[src/hdl/isr_pkg.sv]
// Shared types and constants for the restoring integer square root.
// Used by the root cell and the top level; depends on nothing else.
package isr_pkg;

  localparam int WIDTH      = 32;              // radicand width
  localparam int PAIRS      = (WIDTH + 1) / 2; // root bits, one cell each
  localparam int PAD_W      = 2 * PAIRS;       // radicand padded to whole bit pairs
  localparam int REM_W      = PAIRS + 1;       // partial remainder, at most twice the root
  localparam int ROOT_OUT_W = 16;
  localparam int REM_OUT_W  = 17;
  localparam int IN_DATA_W  = 32;
  localparam int OUT_DATA_W = 40;

  // What one cell hands to the next.
  typedef struct packed {
    logic             valid;
    logic [PAD_W-1:0] rad;   // radicand bits still to use, next pair at the top
    logic [REM_W-1:0] rem;
    logic [PAIRS-1:0] root;
  } isr_stage_t;

endpackage

[src/hdl/isr_cell.sv]
// One cell of the square root chain: brings in the next radicand bit pair,
// tries the trial subtraction and registers one more root bit. Uses isr_pkg.
module isr_cell (
  input  logic               clk,
  input  logic               rst_n,
  input  isr_pkg::isr_stage_t up,
  output logic               up_ready,
  output isr_pkg::isr_stage_t down,
  input  logic               down_ready
);
  import isr_pkg::*;

  logic             valid_r;
  logic [PAD_W-1:0] rad_r, rad_nxt;
  logic [REM_W-1:0] rem_r, rem_nxt;
  logic [PAIRS-1:0] root_r, root_nxt;
  logic [PAIRS+2:0] rem_cat;
  logic [PAIRS+2:0] trial;
  logic [PAIRS+2:0] diff;
  logic             fits;

  always_comb begin
    rem_cat  = {up.rem, up.rad[PAD_W-1 -: 2]};
    trial    = (PAIRS+3)'({up.root, 2'b01});
    fits     = (rem_cat >= trial);
    diff     = rem_cat - trial;
    // The remainder stays within twice the root, so the truncation loses nothing.
    rem_nxt  = fits ? REM_W'(diff) : REM_W'(rem_cat);
    root_nxt = PAIRS'({up.root, fits});
    rad_nxt  = PAD_W'({up.rad, 2'b00});
  end

  assign up_ready = !valid_r || down_ready;

  always_ff @(posedge clk) begin
    if (!rst_n) begin
      valid_r <= 1'b0;
    end else if (up_ready) begin
      valid_r <= up.valid;
    end
  end

  always_ff @(posedge clk) begin
    if (up_ready && up.valid) begin
      rad_r  <= rad_nxt;
      rem_r  <= rem_nxt;
      root_r <= root_nxt;
    end
  end

  assign down.valid = valid_r;
  assign down.rad   = rad_r;
  assign down.rem   = rem_r;
  assign down.root  = root_r;

  a_rem_bound: assert property (@(posedge clk) disable iff (!rst_n)
    valid_r |-> ({1'b0, rem_r} <= {root_r, 1'b0}))
    else $error("cell remainder exceeds twice the partial root");

  a_hold: assert property (@(posedge clk) disable iff (!rst_n)
    valid_r && !down_ready |=> valid_r && $stable(root_r) && $stable(rem_r))
    else $error("stalled cell lost or changed its request");

endmodule

[src/hdl/restoring_integer_square_root_top.sv]
// Restoring integer square root: a chain of one cell per root bit.
// Each accepted request passes through the registers of every cell in turn; its result leaves the last cell.
// Throughput: one request per cycle while the output is ready; a stalled output fills the empty cells first.
// Reset (rst_n low, synchronous) empties every cell; payload is not cleared.
// Uses isr_pkg and isr_cell.
module restoring_integer_square_root_top (
  input  logic                           clk,
  input  logic                           rst_n,
  input  logic                           in_tvalid,
  output logic                           in_tready,
  input  logic [isr_pkg::IN_DATA_W-1:0]  in_tdata,   // [31:0] radicand
  output logic                           out_tvalid,
  input  logic                           out_tready,
  output logic [isr_pkg::OUT_DATA_W-1:0] out_tdata   // [15:0] root, [32:16] remainder
);
  import isr_pkg::*;

  isr_stage_t             stg [PAIRS+1];
  logic       [PAIRS:0]   rdy;
  logic       [PAIRS-1:0] busy;

  assign stg[0].valid = in_tvalid;
  assign stg[0].rad   = PAD_W'(in_tdata[WIDTH-1:0]);
  assign stg[0].rem   = '0;
  assign stg[0].root  = '0;
  assign in_tready    = rdy[0];
  assign rdy[PAIRS]   = out_tready;

  for (genvar k = 0; k < PAIRS; k++) begin : g_cell
    isr_cell u_cell (
      .clk        (clk),
      .rst_n      (rst_n),
      .up         (stg[k]),
      .up_ready   (rdy[k]),
      .down       (stg[k+1]),
      .down_ready (rdy[k+1])
    );
    assign busy[k] = stg[k+1].valid;
  end

  assign out_tvalid = stg[PAIRS].valid;
  assign out_tdata  = OUT_DATA_W'({REM_OUT_W'(stg[PAIRS].rem), ROOT_OUT_W'(stg[PAIRS].root)});

  a_full_when_blocked: assert property (@(posedge clk) disable iff (!rst_n)
    !in_tready |-> (&busy))
    else $error("input refused while a cell is empty");

  a_out_bound: assert property (@(posedge clk) disable iff (!rst_n)
    out_tvalid |-> ({1'b0, out_tdata[32:16]} <= {1'b0, out_tdata[15:0], 1'b0}))
    else $error("remainder exceeds twice the root");

  a_drain: assert property (@(posedge clk) disable iff (!rst_n)
    out_tvalid && out_tready && !busy[PAIRS-2] |=> !out_tvalid)
    else $error("result repeated after it was taken");

endmodule
[config.mk]
export PLATFORM = sky130hd
export DESIGN_NAME = restoring_integer_square_root_top
export DESIGN_NICKNAME = d
export VERILOG_FILES = /design/src/hdl/isr_pkg.sv /design/src/hdl/isr_cell.sv /design/src/hdl/restoring_integer_square_root_top.sv
export SDC_FILE = /design/constraint.sdc
export NUM_CORES = 1
export LEC_CHECK = 0
export BUFFER_PORTS_ARGS = -buffer_cell sky130_fd_sc_hd__buf_2
export CAP_MARGIN = 0
export CORE_MARGIN = 8
export CORE_UTILIZATION = 40
export CTS_BUF_LIST = sky130_fd_sc_hd__clkbuf_8
export DETAILED_ROUTE_END_ITERATION = 10
export PLACE_DENSITY = 0.59
export SYNTH_ARGS = -nofsm -noshare
export SYNTH_HDL_FRONTEND = slang
export SYNTH_SLANG_ARGS = --single-unit
[constraint.sdc]
create_clock -name clk -period 11.85 [get_ports clk]
set_input_delay 2.37 -clock clk [delete_from_list [all_inputs] [get_ports clk]]
set_output_delay 2.37 -clock clk [all_outputs]
set_load 0.03 [all_outputs]
==> results.md, run 1 <==
* Crit path top cell by count: sky130_fd_sc_hd__buf_2
* Post-CTS Setup Repair Bufs at 0
* Worst clock skew on the final layout at 47.1 ps
* Vias at approximately 18,000
* Register Area at approximately 19,000 sq um
* Clk Tree Root Cell: sky130_fd_sc_hd__clkbuf_8
* Initial core utilization at 0.403
* Count of buffering cells on the critical path with inverters included at 4
* Library cell contributing the largest single delay on the critical path: sky130_fd_sc_hd__and4_1
* Relative max-transition margin at 0.187
* Final instance count without filler cells at 3,485
* Core area at 74,300 sq um
* CTS tree: done
* Detail-routed via count per cell at 5.02
* Total Nets Final at 2,618
* Clock Pin Slew Worst Setup and Hold Paths at 60 ps
* Startpoint Class: input pin
* Time the final worst path needs with I/O delays and setup at 7040 ps
* Critical path cell sequence: buf_2 > nor3b_1 > buf_4 > nand3_1 > nor2_1 > and4_1 > and3_1 > inv_1 > buf_2
* Port Buffer Count at 70
* Multi-input gate area at 9980 sq um
* Number of I/O pins at 78
* Die Height at just under 300 um
* Number of placement rows at 100
* Biggest cell delay along the critical path at 550 ps
* Synth warnings at 0
* Critical setup path kind: in -> out
* Congestion Overflow GR at 0
* Synthesis-stage register bit count at between 600 and 700
* Crit end category: output port
* Average cell area after synthesis at 13.2 sq um
* Leading cell type in the layout, fill and taps excluded: sky130_fd_sc_hd__edfxtp_1
* Most frequent cells in the layout: sky130_fd_sc_hd__edfxtp_1, sky130_fd_sc_hd__inv_1, sky130_fd_sc_hd__ha_1, sky130_fd_sc_hd__nor2_1, sky130_fd_sc_hd__a21oi_1
* Worst Max-Slew Pin Slew at approximately 1200 ps
* Total track usage at 0.128
* Layout cells sized above 1 at 0.122
* Die ar. at 83,900 sq um
* Total power density per cell area at 133 nW/um^2
* Number of levels in the clock H-tree at 3
* Hold-fix buffers at CTS at 0
* Clk sink count at 646
* Predominant post-synthesis flop cell: sky130_fd_sc_hd__edfxtp_1
* Unrepaired setup endpoints after global routing: no
* Final WS setup at 4810 ps
* Critical path peak fanout at 6
* LEAKAGE at 12.5 nW
* Dpl cells at 3,286
* Number of global-route vias before repair at 18,300
* Setup TNS at 0 ps
* Peak VDD IR at 90.6 uV
* Unique cell type count in the Yosys netlist at 89
* Number of optimization iterations in the first detailed-route pass at 5
* Layout Area Growth over Synthesis at 12.4%
* Count of final max-slew check failures at 0
* Post-synth EDFFs at 630
* Critical Path RT at 9480 ps
* Final setup viols at 0
* Buffer depth of the longest clock path at 3
* Post-synthesis cell count at 2,264
* Outcome: complete, no violations
* Antenna violations before repair at 0
* Number of buffers created by CTS at 109
* Number of DRC markers after the initial detailed-route iteration at 886
* Worst slack, placed at 4870 ps
* Final worst path period share at 0.594
* F_max at 142 MHz
* Routed len/inst at 15.5 um
* Final Hold Fails at 0
* Die X-Extent at slightly below 300 um
* Pin count of the biggest net entering global routing at 47
* Number of diodes added for antenna fixing at 0
* Global placer's final weighted congestion at 0.846
* Reported max-cap violation count at 0
* HP Class: reg -> reg
* Total DRC errors in the routed layout at 0
* Antenna-violating nets left at 0
* Detail Placement HPWL at 39.8 mm
* Core utilization of the finished layout at 0.453
* Post-synth design cell area at 30,000 sq um
* Global-route wire length before repair at 88.4 mm
* Sum of routed wire length over all layers at approximately 54 mm
* Sequential cell area fraction in the yosys report at 0.642
* Filler instances at 6,675
* Worst-skew pair later-pin latency at approximately 720 ps
* Worst endpoint data arrival time at 4670 ps
* Top Family by Delay on Critical Path: simple AND/OR/NAND/NOR gates
* FFs w/ async S/R, synth at 0
* Post-cts sizing count at 0
## where the power goes
part           total, mW  switching (mW)  internal (mW)
Combinational     0.0604          0.0375         0.0229
Clock               1.91           0.884           1.02
Sequential          2.51          0.0105           2.50
Total               4.48           0.932           3.55
## worst register-to-register path: stages (launching register included)
cell and delay [ps]:
sky130_fd_sc_hd__edfxtp_1 390, sky130_fd_sc_hd__ha_1 380, sky130_fd_sc_hd__a21oi_1 210, sky130_fd_sc_hd__o22ai_1 150, sky130_fd_sc_hd__a221oi_1 310, sky130_fd_sc_hd__o21ai_0 240, sky130_fd_sc_hd__a21oi_2 890, sky130_fd_sc_hd__inv_1 210
sky130_fd_sc_hd__mux2_2 360
## flip-flops by register name, indices dropped and copies added, names as in the netlist
register	flops
g_cell.u_cell.root_r	136
g_cell.u_cell.valid_r	16
g_cell.u_cell.rem_r	254
g_cell.u_cell.rad_r	240
## cells by family (layout without fill, tap and decap cells)
| kind of cell | count (synthesis) | count (layout) | share of synthesized area |
|---|---|---|---|
| DFF | 646 | 646 | 0.642 |
| adders and majority gates | 154 | 154 | 0.0643 |
| muxes | 51 | 51 | 0.0195 |
| other | 1 | 8 | 0.000125 |
| xor gates and xnor gates | 175 | 175 | 0.0511 |
| buffers and inverters | 223 | 468 | 0.0304 |
| and+or+nand+nor | 576 | 576 | 0.100 |
| AOI/OAI and AO/OA | 438 | 438 | 0.0924 |
## cells in the mapped netlist (all sizes together) (4+ instances only)
master,count,area share
o31a,5,0.0015
nand3,38,0.0067
o21a,36,0.0090
o22ai,6,0.0015
o21ai,118,0.020
o21bai,4,0.0010
and4b,5,0.0017
nand2,119,0.015
or3,16,0.0033
nor3b,8,0.0022
a21boi,14,0.0035
clkbuf,12,0.0015
o41ai,5,0.0015
mux2,39,0.016
nand3b,11,0.0032
ha,154,0.064
nor4b,4,0.0012
a21oi,136,0.023
a311oi,5,0.0015
o211ai,9,0.0023
xor2,81,0.024
a211o,6,0.0018
inv,187,0.024
a21o,34,0.0085
and3,17,0.0035
nor2b,47,0.0098
mux2i,12,0.0040
or4,20,0.0053
nor3,42,0.0072
edfxtp,630,0.63
xnor2,94,0.027
and2,5,0.0010
o31ai,17,0.0044
a211oi,15,0.0038
nor2,149,0.019
or2,8,0.0017
nand2b,31,0.0065
nor4,24,0.0055
buf,24,0.0054
dfxtp,16,0.011
nand4,20,0.0042
## metal layers
| layer | track usage | up-vias | routed length [um] |
|---|---|---|---|
| met1 | 0.139 | 8277 | 21800 |
| li1 | - | 8742 | - |
| met3 | 0.0284 | 137 | 2270 |
| met2 | 0.241 | 346 | 28100 |
| met5 | 0 | - | 0 |
| met4 | 0.0530 | 0 | 1830 |
## final cells by class
type                    instances  area share
flip-flops and latches        646       0.571
inverters                     187      0.0209
multi-input cells            1402       0.296
clock buffers                 109      0.0445
clock inverters                90      0.0182
well taps                     969      0.0360
repair buffers                 82      0.0131
## final timing paths
check / startpoint / slack [ps] / cells after the start / endpoint
min reg2reg: g_cell[11].u_cell.rad_r[29] / 400 / 0 / g_cell[12].u_cell.rad_r[31]
min: g_cell[11].u_cell.rad_r[29] / 400 / 0 / g_cell[12].u_cell.rad_r[31]
max reg2reg: g_cell[13].u_cell.rem_r[8] / 8470 / 8 / g_cell[14].u_cell.rem_r[11]
max: out_tready / 4810 / 9 / in_tready
## per-stage QoR
| step | hold WS (ps) | area, sq um | power, mW |
|---|---|---|---|
| 2_1_floorplan | 400 | 30000 | 2.60 |
| 3_3_place_gp | 402 | 31600 | 2.62 |
| 3_5_place_dp | 405 | 31600 | 2.62 |
| 4_1_cts | 398 | 33700 | 4.56 |
| 5_1_grt | 414 | 33700 | 4.66 |
| 6_report | 398 | 33700 | 4.48 |
Note: power is estimated with default switching activity, not from simulation.
==> inputs of run 2 (changes only) <==
ABC_AREA = 1   (was not set)
clock period = 6.9 ns   (was 11.85 ns; I/O delays follow)
==> results.md, run 2 <==
* Top-area cell type share of the netlist area at 0.617 (was 0.631)
* Number of DRC markers after the initial detailed-route iteration at 926 (was 886)
* Reported max-cap violation count at 0 (unchanged)
* Biggest cell delay along the critical path at 240 ps (was 550 ps)
* Multi-input gate area at 9840 sq um (was 9980 sq um)
* Critical path cell sequence: buf_2 > inv_1 > nand4_2 > nor3_4 > nand4_2 > nor2_4 > nand4_4 > nor2_4 > nand4_2 > buf_2 (was buf_2 > nor3b_1 > buf_4 > nand3_1 > nor2_1 > and4_1 > and3_1 > inv_1 > buf_2)
* Sequential cell area fraction in the yosys report at 0.627 (was 0.642)
* Count of final max-slew check failures at 0 (unchanged)
* Register Area at 19,200 sq um (unchanged)
* Number of global-route vias before repair at 19,000 (was 18,300)
* Peak VDD IR at 162 uV (was 90.6 uV)
* F_max at 226 MHz
* Die ar. at 85,800 sq um (was 83,900 sq um)
* Core area at 75,900 sq um (was 74,300 sq um)
* Relative max-transition margin at 0.186 (was 0.187)
* Critical setup path kind: in -> out (unchanged)
* Crit path top cell by count: sky130_fd_sc_hd__nand4_2 (was sky130_fd_sc_hd__buf_2)
* Layout cells sized above 1 at 0.120 (was 0.122)
* FFs w/ async S/R, synth at 0 (unchanged)
* Startpoint Class: input pin (unchanged)
* Sum of routed wire length over all layers at 55.1 mm (was 54.0 mm)
* Post-CTS Setup Repair Bufs at 0 (unchanged)
* Final setup viols at 0 (unchanged)
* Final worst path period share at 0.642
* Antenna-violating nets left at 0 (unchanged)
* Leading cell type in the layout, fill and taps excluded: sky130_fd_sc_hd__edfxtp_1 (unchanged)
* CTS tree: done (unchanged)
* Largest register by flop count: g_cell.u_cell.rem_r (unchanged)
* Predominant post-synthesis flop cell: sky130_fd_sc_hd__edfxtp_1 (unchanged)
* Critical path peak fanout at 5 (was 6)
* Routed len/inst at 14.1 um (was 15.5 um)
* Worst Max-Slew Pin Slew at 1220 ps (about the same)
* Detail Placement HPWL at 42.3 mm (was 39.8 mm)
* Global-route wire length before repair at 91.4 mm (was 88.4 mm)
* Unrepaired setup endpoints after global routing: no (unchanged)
* Most frequent cells in the layout: sky130_fd_sc_hd__edfxtp_1, sky130_fd_sc_hd__nand2_1, sky130_fd_sc_hd__inv_1, sky130_fd_sc_hd__nor2_1, sky130_fd_sc_hd__ha_1 (was sky130_fd_sc_hd__edfxtp_1, sky130_fd_sc_hd__inv_1, sky130_fd_sc_hd__ha_1, sky130_fd_sc_hd__nor2_1, sky130_fd_sc_hd__a21oi_1)
* Core utilization of the finished layout at 0.449 (was 0.453)
* Total track usage at 0.129 (was 0.128)
* Initial core utilization at 0.404 (was 0.403)
* Global placer's final weighted congestion at 0.845 (was 0.846)
* Clk Tree Root Cell: sky130_fd_sc_hd__clkbuf_8 (unchanged)
* Worst clock skew on the final layout at 44.8 ps (was 47.1 ps)
* Average cell area after synthesis at 11.6 sq um (was 13.2 sq um)
* Unique cell type count in the Yosys netlist at 63 (was 89)
* Crit end category: output port (unchanged)
* Antenna violations before repair at 1 (was 0)
* Count of buffering cells on the critical path with inverters included at 3 (was 4)
* Worst endpoint data arrival time at 3050 ps (was 4670 ps)
* Number of I/O pins at 78 (unchanged)
* Buffer depth of the longest clock path at 3 (unchanged)
* Clock Pin Slew Worst Setup and Hold Paths at 60 ps (about the same)
* Total power density per cell area at 219 nW/um^2 (was 133 nW/um^2)
* Congestion Overflow GR at 0 (unchanged)
* Number of levels in the clock H-tree at 3 (unchanged)
* Top Family by Delay on Critical Path: simple AND/OR/NAND/NOR gates (unchanged)
* Setup TNS at 0 ps (unchanged)
* Port Buffer Count at 70 (unchanged)
* Pin count of the biggest net entering global routing at 47 (unchanged)
* Die X-Extent at 293 um (was 290 um)
* Number of optimization iterations in the first detailed-route pass at 7 (was 5)
* Final Hold Fails at 0 (unchanged)
* Top area cells in the synthesized netlist: sky130_fd_sc_hd__edfxtp_1, sky130_fd_sc_hd__ha_1, sky130_fd_sc_hd__nand2_1 (was sky130_fd_sc_hd__edfxtp_1, sky130_fd_sc_hd__ha_1, sky130_fd_sc_hd__xnor2_1)
* Synth warnings at 0 (unchanged)
* HP Class: reg -> reg (unchanged)
* Outcome: complete, no violations (unchanged)
* Most used standard cells in the synthesized netlist: sky130_fd_sc_hd__edfxtp_1, sky130_fd_sc_hd__nand2_1, sky130_fd_sc_hd__inv_1, sky130_fd_sc_hd__nor2_1, sky130_fd_sc_hd__ha_1 (was sky130_fd_sc_hd__edfxtp_1, sky130_fd_sc_hd__inv_1, sky130_fd_sc_hd__ha_1, sky130_fd_sc_hd__nor2_1, sky130_fd_sc_hd__a21oi_1)
* LEAKAGE at 13.4 nW (was 12.5 nW)
* Worst-skew pair later-pin latency at 710 ps (was 720 ps)
* Post-cts sizing count at 0 (unchanged)
* Number of flip-flops in the largest register at 254 (unchanged)
* Worst Hold Slack at 395 ps (was 398 ps)
* Total Nets Final at 2,990 (was 2,618)
* Clk sink count at 646 (unchanged)
* Time the final worst path needs with I/O delays and setup at 4430 ps
* Die Height at 293 um (was 290 um)
* Leading cell type by number of instances after synthesis: sky130_fd_sc_hd__edfxtp_1 (unchanged)
* Post-synthesis cell count at 2,642 (was 2,264)
* Cell type with the highest aggregate area in the netlist: sky130_fd_sc_hd__edfxtp_1 (unchanged)
* Largest registers: g_cell.u_cell.rem_r: 254 flops, g_cell.u_cell.rad_r: 240 flops, g_cell.u_cell.root_r: 136 flops (unchanged)
* Total DRC errors in the routed layout at 0 (unchanged)
* Post-synth design cell area at 30,700 sq um (was 30,000 sq um)
* Library cell contributing the largest single delay on the critical path: sky130_fd_sc_hd__nor3_4 (was sky130_fd_sc_hd__and4_1)
* Vias at 18,600 (was 17,500)
* Post-synth EDFFs at 630 (unchanged)
* Critical Path RT at 5520 ps (was 9480 ps)
* Layout Area Growth over Synthesis at 11.3% (was 12.4%)
* Detail-routed via count per cell at 4.75 (was 5.02)
* Filler instances at 6,921 (was 6,675)
* Number of placement rows at 101 (was 100)
* Synthesis-stage register bit count at 646 (unchanged)
* Final WS setup at 2470 ps (was 4810 ps)
* Hold-fix buffers at CTS at 0 (unchanged)
* Number of buffers created by CTS at 102 (was 109)
* Worst slack, placed at 2440 ps (was 4870 ps)
-- run 2: cell types whose count changed in the layout (fill, tap and decap cells not counted), moves of 19 or more --
cell                       previous run  this run
sky130_fd_sc_hd__a21o_1              34        11
sky130_fd_sc_hd__inv_1              208       391
sky130_fd_sc_hd__mux2_2              32         0
sky130_fd_sc_hd__nand2_1            119       415
sky130_fd_sc_hd__nand2b_1            31         0
sky130_fd_sc_hd__nand3_1             36        74
sky130_fd_sc_hd__nor2_1             148       203
sky130_fd_sc_hd__nor2b_1             38         0
sky130_fd_sc_hd__o21a_1              36         4
sky130_fd_sc_hd__o21ai_0            115        96
sky130_fd_sc_hd__o21ai_1              1        49
sky130_fd_sc_hd__o21ai_2              1        32
sky130_fd_sc_hd__xnor2_1             94        61
sky130_fd_sc_hd__xor2_1              81       124
-- run 2: layer usage --
metal / wire (um) / GRT usage
met4: 1990 / 0.0531
met2: 28500 / 0.237
met3: 1870 / 0.0270
met5: 0 / 0
met1: 22700 / 0.143
-- run 2: worst paths after layout --
check                                                  end  cells after the start                        from  slack [ps]
worst max-delay path                             in_tready                     10                  out_tready        2470
worst max register to register  g_cell[8].u_cell.rem_r[12]                     10   g_cell[7].u_cell.rem_r[6]        4070
worst min register to register  g_cell[2].u_cell.rad_r[12]                      0  g_cell[1].u_cell.rad_r[10]         400
worst min-delay path            g_cell[2].u_cell.rad_r[12]                      0  g_cell[1].u_cell.rad_r[10]         400
-- run 2: logic make-up (layout without fill, tap and decap cells) --
family          after synthesis  in the layout  synth area share
flops                       646            646             0.627
fa+ha+maj                   154            154            0.0628
compound gates              406            406            0.0787
xor+xnor                    185            185            0.0528
buf+inv                     405            642            0.0547
other cells                   1             10          0.000122
simple gates                845            845             0.123
-- run 2: layout make-up --
type | instances | area share
sequential | 646 | 0.564
multi-input combinational | 1598 | 0.288
clock buffer | 102 | 0.0411
inverter | 372 | 0.0410
tap | 1030 | 0.0378
clock inverter | 88 | 0.0157
timing repair buffer | 80 | 0.0125
antenna | 2 | 0.000147
-- run 2: report_power, final --
group	leakage, nW	internal, mW	switching (mW)
clock network	1.10	1.55	1.48
registers	5.85	4.31	0.0180
logic	6.44	0.0429	0.0794
total	13.4	5.91	1.57
-- run 2: through the flow --
stage	area [sq um]	total power, mW	instances
floorplan	30700	4.50	2649
finish	34100	7.48	3918
CTS	34100	7.62	3916
detailed placement	32200	4.53	3726
global placement	32200	4.53	3726
global route	34100	7.80	3917
